**config.mk**
```make
export PLATFORM = sky130hd
export DESIGN_NAME = prefix_route_classifier_core_flat
export DESIGN_NICKNAME = d
export VERILOG_FILES = /design/src/rtl/core/prc_pkg.sv /design/src/rtl/core/prc_channels_if.sv /design/src/rtl/core/prc_route_table.sv /design/src/rtl/core/prc_match_unit.sv /design/src/rtl/core/prc_counters.sv /design/src/rtl/core/prefix_route_classifier_core.sv /design/src/flat_wrapper.sv
export SDC_FILE = /design/constraint.sdc
export NUM_CORES = 1
export LEC_CHECK = 0
export ABC_AREA = 0
export ABC_CLOCK_PERIOD_IN_PS = 9200
export BUFFER_PORTS_ARGS = -buffer_cell sky130_fd_sc_hd__buf_4
export CORE_ASPECT_RATIO = 1.1
export CORE_MARGIN = 8
export CORE_UTILIZATION = 35
export DETAILED_ROUTE_END_ITERATION = 7
export SYNTH_ARGS = -nofsm -noshare
export SYNTH_HDL_FRONTEND = slang
export SYNTH_HIERARCHICAL = 1
export SYNTH_SLANG_ARGS = --single-unit
```
**constraint.sdc**
```tcl
create_clock -name clock -period 9.2 [get_ports clock]
set_input_delay 1.84 -clock clock [delete_from_list [all_inputs] [get_ports clock]]
set_output_delay 1.84 -clock clock [all_outputs]
set_load 0.005 [all_outputs]
```
**src/rtl/core/prc_pkg.sv**
```systemverilog
// Shared types, codes and helpers of the prefix route classifier.
// No dependencies; every other file imports this package.
package prc_pkg;

   localparam int TABLE_DEPTH_DEFAULT = 16;
   localparam int ADDR_W  = 32;
   localparam int LEN_W   = 6;
   localparam int IDX_W   = 4;
   localparam int TTL_W   = 8;
   localparam int CNT_W   = 32;
   localparam int CNT_NUM = 5;

   typedef enum logic [0:0] {
      REQ_WRITE = 1'b0,
      REQ_ROUTE = 1'b1
   } req_kind_type;

   typedef enum logic [1:0] {
      DEST_DIRECT = 2'd0,
      DEST_HOP_B  = 2'd1,
      DEST_HOP_C  = 2'd2,
      DEST_OTHER  = 2'd3
   } dest_type;

   typedef enum logic [2:0] {
      V_EXPIRED    = 3'd0,
      V_UNROUTABLE = 3'd1,
      V_DIRECT     = 3'd2,
      V_HOP_B      = 3'd3,
      V_HOP_C      = 3'd4,
      V_OTHER      = 3'd5
   } verdict_type;

   typedef enum logic [2:0] {
      CNT_EXPIRED    = 3'd0,
      CNT_UNROUTABLE = 3'd1,
      CNT_DIRECT     = 3'd2,
      CNT_HOP_B      = 3'd3,
      CNT_HOP_C      = 3'd4
   } counter_sel_type;

   typedef enum logic [1:0] {
      ST_IDLE,
      ST_SCAN,
      ST_RESP
   } state_type;

   typedef struct packed {
      logic [ADDR_W-1:0] prefix;
      logic [LEN_W-1:0]  length;
      dest_type          dest;
   } route_entry_type;

   typedef struct packed {
      logic            inc;
      counter_sel_type sel;
   } cnt_cmd_type;

   typedef struct packed {
      logic [CNT_W-1:0] expired;
      logic [CNT_W-1:0] unroutable;
      logic [CNT_W-1:0] direct;
      logic [CNT_W-1:0] hop_b;
      logic [CNT_W-1:0] hop_c;
   } counts_type;

   typedef struct packed {
      logic [0:0]        req_type;
      logic [IDX_W-1:0]  entry_index;
      logic [ADDR_W-1:0] entry_prefix;
      logic [LEN_W-1:0]  entry_length;
      logic [1:0]        entry_dest;
      logic [0:0]        entry_valid;
      logic [ADDR_W-1:0] dest_addr;
      logic [TTL_W-1:0]  ttl_in;
   } req_payload_type;

   typedef struct packed {
      logic [2:0]        verdict;
      logic [TTL_W-1:0]  ttl_out;
      logic [IDX_W-1:0]  match_index;
      logic [CNT_W-1:0]  expired_count;
      logic [CNT_W-1:0]  unroutable_count;
      logic [CNT_W-1:0]  direct_count;
      logic [CNT_W-1:0]  hop_b_count;
      logic [CNT_W-1:0]  hop_c_count;
   } rsp_payload_type;

   // leading-ones mask; lengths above the address width compare all bits
   function automatic logic [ADDR_W-1:0] prefix_mask(input logic [LEN_W-1:0] len);
      logic [LEN_W-1:0] sh;
      sh = LEN_W'(ADDR_W) - len;
      if (len == '0) begin
         return '0;
      end
      if (len >= LEN_W'(ADDR_W)) begin
         return '1;
      end
      return {ADDR_W{1'b1}} << sh;
   endfunction

endpackage

```
**src/rtl/core/prc_channels_if.sv**
```systemverilog
// Valid/ready channel interfaces for request and response words.
// Depends on prc_pkg for the payload structs.
interface prc_req_if import prc_pkg::*; ();
   logic            valid;
   logic            ready;
   req_payload_type data;

   modport source (output valid, output data, input ready);
   modport sink   (input valid, input data, output ready);
endinterface

interface prc_rsp_if import prc_pkg::*; ();
   logic            valid;
   logic            ready;
   rsp_payload_type data;

   modport source (output valid, output data, input ready);
   modport sink   (input valid, input data, output ready);
endinterface

```
**src/rtl/core/prc_route_table.sv**
```systemverilog
// Route table: entry memory with registered read, valid bits in flops.
// Depends on prc_pkg.
module prc_route_table import prc_pkg::*; #(
   parameter int TABLE_DEPTH = TABLE_DEPTH_DEFAULT,
   parameter int TIDX_W      = 4
) (
   input  logic              clock,
   input  logic              reset,
   input  logic              wr_en,
   input  logic [TIDX_W-1:0] wr_addr,
   input  route_entry_type   wr_entry,
   input  logic              wr_valid,
   input  logic [TIDX_W-1:0] rd_addr,
   output route_entry_type   rd_entry,
   output logic              rd_valid
);

   route_entry_type        mem [TABLE_DEPTH];
   logic [TABLE_DEPTH-1:0] valid_ff;
   route_entry_type        rd_entry_ff;
   logic                   rd_valid_ff;

   always_ff @(posedge clock) begin
      if (wr_en) begin
         mem[wr_addr] <= wr_entry;
      end
      rd_entry_ff <= mem[rd_addr];
   end

   always_ff @(posedge clock) begin
      if (reset) begin
         valid_ff    <= '0;
         rd_valid_ff <= 1'b0;
      end else begin
         if (wr_en) begin
            valid_ff[wr_addr] <= wr_valid;
         end
         rd_valid_ff <= valid_ff[rd_addr];
      end
   end

   assign rd_entry = rd_entry_ff;
   assign rd_valid = rd_valid_ff;

endmodule

```
**src/rtl/core/prc_match_unit.sv**
```systemverilog
// Shared prefix compare: one table entry against the packet address.
// Depends on prc_pkg.
module prc_match_unit import prc_pkg::*; (
   input  logic [ADDR_W-1:0] addr,
   input  route_entry_type   entry,
   input  logic              entry_valid,
   output logic              hit
);

   logic [ADDR_W-1:0] mask;

   assign mask = prefix_mask(entry.length);
   assign hit  = entry_valid && ((addr & mask) == (entry.prefix & mask));

endmodule

```
**src/rtl/core/prc_counters.sv**
```systemverilog
// Five saturating traffic counters behind one shared incrementer.
// Depends on prc_pkg.
module prc_counters import prc_pkg::*; (
   input  logic        clock,
   input  logic        reset,
   input  cnt_cmd_type cmd,
   output counts_type  counts
);

   logic [CNT_W-1:0] cnt_ff [CNT_NUM];
   logic [CNT_W-1:0] cnt_in;

   always_comb begin
      cnt_in = (cnt_ff[cmd.sel] == '1) ? cnt_ff[cmd.sel] : cnt_ff[cmd.sel] + CNT_W'(1);
   end

   always_ff @(posedge clock) begin
      if (reset) begin
         for (int i = 0; i < CNT_NUM; i++) begin
            cnt_ff[i] <= '0;
         end
      end else if (cmd.inc) begin
         cnt_ff[cmd.sel] <= cnt_in;
      end
   end

   assign counts.expired    = cnt_ff[CNT_EXPIRED];
   assign counts.unroutable = cnt_ff[CNT_UNROUTABLE];
   assign counts.direct     = cnt_ff[CNT_DIRECT];
   assign counts.hop_b      = cnt_ff[CNT_HOP_B];
   assign counts.hop_c      = cnt_ff[CNT_HOP_C];

endmodule

```
**src/rtl/core/prefix_route_classifier_core.sv**
```systemverilog
// Top level of the prefix route classifier: sequencer, table, compare, counters.
// Depends on prc_pkg, prc_channels_if, prc_route_table, prc_match_unit, prc_counters.
//
//   channel    dir  modport  word
//   req_chan   in   sink     table write or packet to route
//   rsp_chan   out  source   verdict, ttl, match slot, five counters
//
// Sequence: a write word or an expired packet goes from accept straight to the
// response state, then back to idle. A routed packet scans the table from slot
// 0 up to the first matching slot, or through every slot when nothing matches,
// then responds; the single compare unit checks one entry per cycle, fed by the
// table's one registered read port.
// Reset: synchronous, active high; clears valid bits and counters, no sweep.
// Stalls: the response word holds until taken; req_chan is not ready meanwhile.
module prefix_route_classifier_core import prc_pkg::*; #(
   parameter int TABLE_DEPTH = TABLE_DEPTH_DEFAULT
) (
   input logic       clock,
   input logic       reset,
   prc_req_if.sink   req_chan,
   prc_rsp_if.source rsp_chan
);

   localparam int TIDX_W = (TABLE_DEPTH > 1) ? $clog2(TABLE_DEPTH) : 1;

   state_type         state_ff, state_in;
   logic [TIDX_W-1:0] ptr_ff, ptr_in;
   logic [ADDR_W-1:0] addr_ff, addr_in;
   logic [TTL_W-1:0]  ttl_ff, ttl_in;
   logic [IDX_W-1:0]  match_ff, match_in;
   verdict_type       verdict_ff, verdict_in;

   logic              accept;
   logic              is_write;
   logic              expired;
   logic              last_entry;
   logic              hit;
   logic              tbl_wr_en;
   route_entry_type   wr_entry;
   route_entry_type   rd_entry;
   logic              rd_valid;
   cnt_cmd_type       cnt_cmd;
   counts_type        counts;

   assign accept     = req_chan.valid && req_chan.ready;
   assign is_write   = (req_kind_type'(req_chan.data.req_type) == REQ_WRITE);
   assign expired    = (req_chan.data.ttl_in <= TTL_W'(1));
   assign last_entry = (ptr_ff == TIDX_W'(TABLE_DEPTH - 1));

   // slots beyond the table are acknowledged but dropped
   assign tbl_wr_en       = accept && is_write
                            && (32'(req_chan.data.entry_index) < TABLE_DEPTH);
   assign wr_entry.prefix = req_chan.data.entry_prefix;
   assign wr_entry.length = req_chan.data.entry_length;
   assign wr_entry.dest   = dest_type'(req_chan.data.entry_dest);

   prc_route_table #(
      .TABLE_DEPTH (TABLE_DEPTH),
      .TIDX_W      (TIDX_W)
   ) u_table (
      .clock    (clock),
      .reset    (reset),
      .wr_en    (tbl_wr_en),
      .wr_addr  (TIDX_W'(req_chan.data.entry_index)),
      .wr_entry (wr_entry),
      .wr_valid (req_chan.data.entry_valid[0]),
      .rd_addr  (ptr_in),
      .rd_entry (rd_entry),
      .rd_valid (rd_valid)
   );

   prc_match_unit u_match (
      .addr        (addr_ff),
      .entry       (rd_entry),
      .entry_valid (rd_valid),
      .hit         (hit)
   );

   prc_counters u_counters (
      .clock  (clock),
      .reset  (reset),
      .cmd    (cnt_cmd),
      .counts (counts)
   );

   // next state
   always_comb begin
      state_in = state_ff;
      unique case (state_ff)
         ST_IDLE: begin
            if (accept) begin
               state_in = (is_write || expired) ? ST_RESP : ST_SCAN;
            end
         end
         ST_SCAN: begin
            if (hit || last_entry) begin
               state_in = ST_RESP;
            end
         end
         ST_RESP: begin
            if (rsp_chan.ready) begin
               state_in = ST_IDLE;
            end
         end
         default: state_in = ST_IDLE;
      endcase
   end

   // outputs and datapath next values
   always_comb begin
      req_chan.ready = 1'b0;
      rsp_chan.valid = 1'b0;
      ptr_in         = ptr_ff;
      addr_in        = addr_ff;
      ttl_in         = ttl_ff;
      match_in       = match_ff;
      verdict_in     = verdict_ff;
      cnt_cmd.inc    = 1'b0;
      cnt_cmd.sel    = CNT_EXPIRED;
      unique case (state_ff)
         ST_IDLE: begin
            req_chan.ready = 1'b1;
            ptr_in         = '0;
            if (accept) begin
               addr_in  = req_chan.data.dest_addr;
               match_in = '0;
               ttl_in   = '0;
               if (is_write) begin
                  verdict_in = V_OTHER;
               end else if (expired) begin
                  verdict_in  = V_EXPIRED;
                  cnt_cmd.inc = 1'b1;
                  cnt_cmd.sel = CNT_EXPIRED;
               end else begin
                  ttl_in = req_chan.data.ttl_in - TTL_W'(1);
               end
            end
         end
         ST_SCAN: begin
            if (hit) begin
               match_in = IDX_W'(ptr_ff);
               case (rd_entry.dest)
                  DEST_DIRECT: begin
                     verdict_in  = V_DIRECT;
                     cnt_cmd.inc = 1'b1;
                     cnt_cmd.sel = CNT_DIRECT;
                  end
                  DEST_HOP_B: begin
                     verdict_in  = V_HOP_B;
                     cnt_cmd.inc = 1'b1;
                     cnt_cmd.sel = CNT_HOP_B;
                  end
                  DEST_HOP_C: begin
                     verdict_in  = V_HOP_C;
                     cnt_cmd.inc = 1'b1;
                     cnt_cmd.sel = CNT_HOP_C;
                  end
                  default: verdict_in = V_OTHER;
               endcase
            end else if (last_entry) begin
               match_in    = '0;
               verdict_in  = V_UNROUTABLE;
               cnt_cmd.inc = 1'b1;
               cnt_cmd.sel = CNT_UNROUTABLE;
            end else begin
               ptr_in = ptr_ff + TIDX_W'(1);
            end
         end
         ST_RESP: begin
            rsp_chan.valid = 1'b1;
         end
         default: ;
      endcase
   end

   always_ff @(posedge clock) begin
      if (reset) begin
         state_ff <= ST_IDLE;
         ptr_ff   <= '0;
      end else begin
         state_ff <= state_in;
         ptr_ff   <= ptr_in;
      end
   end

   always_ff @(posedge clock) begin
      addr_ff    <= addr_in;
      ttl_ff     <= ttl_in;
      match_ff   <= match_in;
      verdict_ff <= verdict_in;
   end

   assign rsp_chan.data.verdict          = verdict_ff;
   assign rsp_chan.data.ttl_out          = ttl_ff;
   assign rsp_chan.data.match_index      = match_ff;
   assign rsp_chan.data.expired_count    = counts.expired;
   assign rsp_chan.data.unroutable_count = counts.unroutable;
   assign rsp_chan.data.direct_count     = counts.direct;
   assign rsp_chan.data.hop_b_count      = counts.hop_b;
   assign rsp_chan.data.hop_c_count      = counts.hop_c;

   // one word in flight: never ready while a response is pending
   a_no_overlap: assert property (@(posedge clock) disable iff (reset)
      rsp_chan.valid |-> !req_chan.ready)
      else $error("request taken while response pending");

   // counters move only on the way into the response state
   a_cnt_then_resp: assert property (@(posedge clock) disable iff (reset)
      cnt_cmd.inc |=> (state_ff == ST_RESP))
      else $error("counter bumped outside of item completion");

   // scan pointer stays inside the table
   a_ptr_range: assert property (@(posedge clock) disable iff (reset)
      (state_ff == ST_SCAN) |-> (32'(ptr_ff) < TABLE_DEPTH))
      else $error("scan pointer beyond table");

   // expired packets carry no ttl (acks get a zero ttl as well)
   a_expired_ttl: assert property (@(posedge clock) disable iff (reset)
      (rsp_chan.valid && (verdict_ff == V_EXPIRED)) |-> (rsp_chan.data.ttl_out == '0))
      else $error("expired verdict with nonzero ttl");

endmodule
```
**src/flat_wrapper.sv**
```systemverilog
// flat-port wrapper written by rule: the top's interface ports become plain ports
module prefix_route_classifier_core_flat import prc_pkg::*;
#(
   parameter int TABLE_DEPTH = TABLE_DEPTH_DEFAULT
)
  (clock, reset, req_chan_valid, req_chan_data, req_chan_ready, rsp_chan_valid, rsp_chan_data, rsp_chan_ready);
  prc_req_if req_chan_i ();
  prc_rsp_if rsp_chan_i ();
  input logic clock;
  input logic reset;
  input wire logic [$bits(req_chan_i.valid)-1:0] req_chan_valid;
  input wire logic [$bits(req_chan_i.data)-1:0] req_chan_data;
  output wire logic [$bits(req_chan_i.ready)-1:0] req_chan_ready;
  output wire logic [$bits(rsp_chan_i.valid)-1:0] rsp_chan_valid;
  output wire logic [$bits(rsp_chan_i.data)-1:0] rsp_chan_data;
  input wire logic [$bits(rsp_chan_i.ready)-1:0] rsp_chan_ready;
  assign req_chan_i.valid = req_chan_valid;
  assign req_chan_i.data = req_chan_data;
  assign req_chan_ready = req_chan_i.ready;
  assign rsp_chan_valid = rsp_chan_i.valid;
  assign rsp_chan_data = rsp_chan_i.data;
  assign rsp_chan_i.ready = rsp_chan_ready;
  prefix_route_classifier_core #(.TABLE_DEPTH(TABLE_DEPTH)) u_core (.clock(clock), .reset(reset), .req_chan(req_chan_i), .rsp_chan(rsp_chan_i));
endmodule
```
==> reports/results.ini <==
[routing]
drc=0
drtIter0Drc=2125
routed_wl_um=118000
firstDrtPassIters=6
num_vias=23700
ant_nets=0
viasPerCell=5.54
wire_per_inst_um=27.5

[sta]
clock_skew_ns=0.0497
finalSetupViolCount=0
slew_headroom_pct=4.90
min_period_ns=8.04
slew_viol_final=0
tns_ns=0
timing.final.crit_share_pct=87.3
rsz0062_at_grt=false
worst_pin_slew_ns=1.43
fmaxAchievable_mhz=124
hold_violations=0

[grt]
grt_pass1_wl_um=170000
track_usage_pct=17.5
grt_max_degree=167
antenna_found_initial=7
grt-ovfl-total=0
grt_pass1_vias=24400

[clocking]
clock_sinks=1006
cts_resized=0
cts_hold_buffers=0
root_buffer=clkbuf_16
cts_buffer_depth=3
clk_pin_slew_worst_paths_ns=0.06
cts_tree=done
htreeDepth=3
numCtsBuffers=104
clock_latency_ns=0.70
post-cts-setup-buffers=0

[die]
die_h_um=378
start_util_pct=35.1
ioPinCount=267
fp-row-count=133
die_x_um=345
coreArea_mm2=0.119
die_area_mm2=0.131

[worst_setup_path]
path_max_fanout=24
r2r_setup_slack_ns=1.16
critPathBufInv=2
end_kind=register
critPathRequiredTime_ns=9.56
crit_slowest_cell=a221oi_2
crit_chain=inv_1, ha_1, xnor2_2, nand2_1, a222oi_1, o21ai_1, nand3b_1, nor4_4, nand2_1, nor2_4, buf_4, mux2_2, a221o_1, a221oi_2, or4_1, nor2_4, a2111oi_4, xnor2_1
r2r_start=u_core/u_table/rd_entry[2]
crit_family=simple AND/OR/NAND/NOR gates
crit_type=reg2reg
r2r-end=u_core/u_counters/cnt_ff[7][12]
r2r_cells=18
cpPeakStageDelay_ns=0.81
cp-start-kind=register
cp_data_arrival_time_ns=8.40

[power_and_ir_drop]
power.leakage_uw=0.0156
total_power_uw=9800
power.density_mw_per_mm2=200
ir_worst_vdd_mv=0.189

[final_layout]
stdcell_count=4279
drive_gt1_share_pct=29.0
utilization_pct=41.2
nets=2733
syn_to_final_growth_pct=17.5

[synthesis]
synth_edf_count=943
avgSynthCellArea_um2=17.8
seq_area_frac_synth_pct=70.8
synthDistinctLibCells=96
ys_ff_latch=1006
netlist_instances=2343
synthArstFlopShare_pct=0
synth-main-ff-cell=edfxtp_1
synth_area_mm2=0.0418
syn_nets=2441
ys_warn_count=6

[min_path]
holdCritPathClass=reg2reg
holdPathEnd=u_core/u_table/valid_ff[15]
whs_path_depth=2
worstHoldStart=u_core/u_table/valid_ff[15]

[placed_design]
placed_cells=4081
gp_congestion=0.870
port_buffers=266
dp_hpwl_um=70800

[outcome]
outcome=completed

[run]
maxCapViolCount=0

==> report_power, final <==
group / leakage (µW) / internal, µW / switching (µW) / total [µW]
clock network: 0.00164 / 2370 / 1770 / 4140
registers: 0.00925 / 5080 / 59.1 / 5140
logic: 0.00469 / 236 / 286 / 522
==> synthesized netlist by cell type (9+ instances only) <==
| library cell | n | area share [%] |
|---|---|---|
| edfxtp_1 | 943 | 68 |
| mux4_2 | 208 | 11 |
| nand2_1 | 199 | 1.8 |
| mux2i_1 | 110 | 2.6 |
| nor2_1 | 81 | 0.73 |
| nor3_1 | 68 | 0.81 |
| clkbuf_1 | 65 | 0.58 |
| dfxtp_1 | 63 | 3.0 |
| a21oi_1 | 50 | 0.60 |
| a221o_1 | 45 | 1.1 |
| a22o_1 | 41 | 0.86 |
| xnor2_1 | 32 | 0.67 |
| mux2_2 | 27 | 0.73 |
| nand3_1 | 25 | 0.30 |
| inv_1 | 24 | 0.22 |
| o21ai_0 | 24 | 0.29 |
| buf_2 | 23 | 0.28 |
| xor2_1 | 20 | 0.42 |
| buf_4 | 18 | 0.32 |
| nand2b_1 | 18 | 0.27 |
| buf_6 | 16 | 0.43 |
| a31oi_1 | 15 | 0.22 |
| nand4_1 | 11 | 0.16 |
| and3_1 | 10 | 0.15 |
| buf_1 | 10 | 0.090 |
| and2_1 | 9 | 0.13 |
==> cell type report <==
type / instances / area (µm²)
antenna: 2 / 5.00
clock buffer: 144 / 2870
clock inverter: 52 / 532
fill: 10500 / 69900
inverter: 25 / 93.8
multi-input combinational: 1180 / 11600
sequential: 1006 / 29600
tap: 1552 / 1940
timing repair buffer: 318 / 2420
==> worst max path at each step <==
stage / startpoint / slack (ns) / depth (start not counted) / end
3_5_place_dp: u_core/u_table/rd_entry[2] / 1.28 / 18 / u_core/u_counters/cnt_ff[5][9]
6_report: u_core/u_table/rd_entry[2] / 1.16 / 18 / u_core/u_counters/cnt_ff[7][12]
4_1_cts: u_core/u_table/rd_entry[2] / 1.21 / 18 / u_core/u_counters/cnt_ff[7][12]
3_3_place_gp: u_core/u_table/rd_entry[2] / 1.38 / 18 / u_core/u_counters/cnt_ff[5][9]
2_1_floorplan: req_chan_valid / 2.94 / 6 / u_core/u_table/valid_ff[1]
5_1_grt: u_core/u_table/rd_entry[2] / 0.67 / 18 / u_core/u_counters/cnt_ff[7][12]
==> cell families (layout without fill, tap and decap cells) <==
family | Yosys count | in the layout | share of synthesized area (%)
adders and majority gates | 8 | 8 | 0.240
DFF | 1006 | 1006 | 70.8
and+or+nand+nor | 498 | 498 | 5.85
AOI/OAI and AO/OA | 274 | 274 | 5.38
xor gates and xnor gates | 54 | 54 | 1.17
muxes | 346 | 346 | 14.6
buffers and inverters | 157 | 539 | 1.93
other | 0 | 2 | 0
==> worst register-to-register path: stages, from the launching register on <==
cell       delay (ns)
dfxtp_1          0.45
inv_1            0.10
ha_1             0.32
xnor2_2          0.52
nand2_1          0.18
a222oi_1         0.40
o21ai_1          0.10
nand3b_1         0.21
nor4_4           0.79
nand2_1          0.31
nor2_4           0.63
buf_4            0.48
mux2_2           0.39
a221o_1          0.31
a221oi_2         0.81
or4_1            0.50
nor2_4           0.29
a2111oi_4        0.72
xnor2_1          0.21
==> layer usage <==
layer  global-route usage (%)  up-vias  wire length (µm)
met4                     5.71        6              4020
met5                        0        -                41
met3                     3.08      215              7650
met2                     30.1      994             58400
met1                     22.5    12400             47400
li1                         -    10100                 -
==> registers in the layout, summed over array words and instances, names as in the netlist <==
signal,count
u_core/ptr_ff,4
u_core/addr_ff,32
u_core/u_table/rd_entry,40
u_core/ttl_ff,8
u_core/u_table/valid_ff,16
u_core/verdict_ff,3
u_core/match_ff,4
u_core/state_ff,2
u_core/u_table/rd_valid,1
u_core/u_table/mem,640
u_core/u_counters/cnt_ff,256
==> placed cells by master, fill, tap and decap left out, drive strengths merged, types with 7 or more instances in the layout <==
master    netlist  final
a221o          45     45
mux2i         111    111
nand2b         18     18
or4             7      7
a21oi          57     57
o31ai           7      7
clkinvlp        0      7
a31oi          15     15
ha              8      8
nor2           83     83
and2            9      9
a22o           42     42
xor2           20     20
mux4          208    208
and3           10     10
and4            8      8
nand3b          7      7
inv            24     27
clkinv          1     37
buf            67    318
clkbuf         65    144
dfxtp          63     63
mux2           27     27
nor3           70     70
a22oi           7      7
o21ai          31     31
nand3          27     27
xnor2          34     34
nor2b           8      8
nand2         199    199
nor4           11     11
or3            10     10
a211oi          9      9
edfxtp        943    943
nand4          12     12
==> metrics by stage <==
stage	worst slack [ns]	cell area [µm²]	hold slack (ns)
floorplan	2.94	41800	0.450
global placement	1.38	45700	0.456
detailed placement	1.28	45700	0.468
CTS	1.21	49100	0.476
global route	0.673	49100	0.508
finish	1.16	49100	0.479
Power figures use the tool's default switching activity.
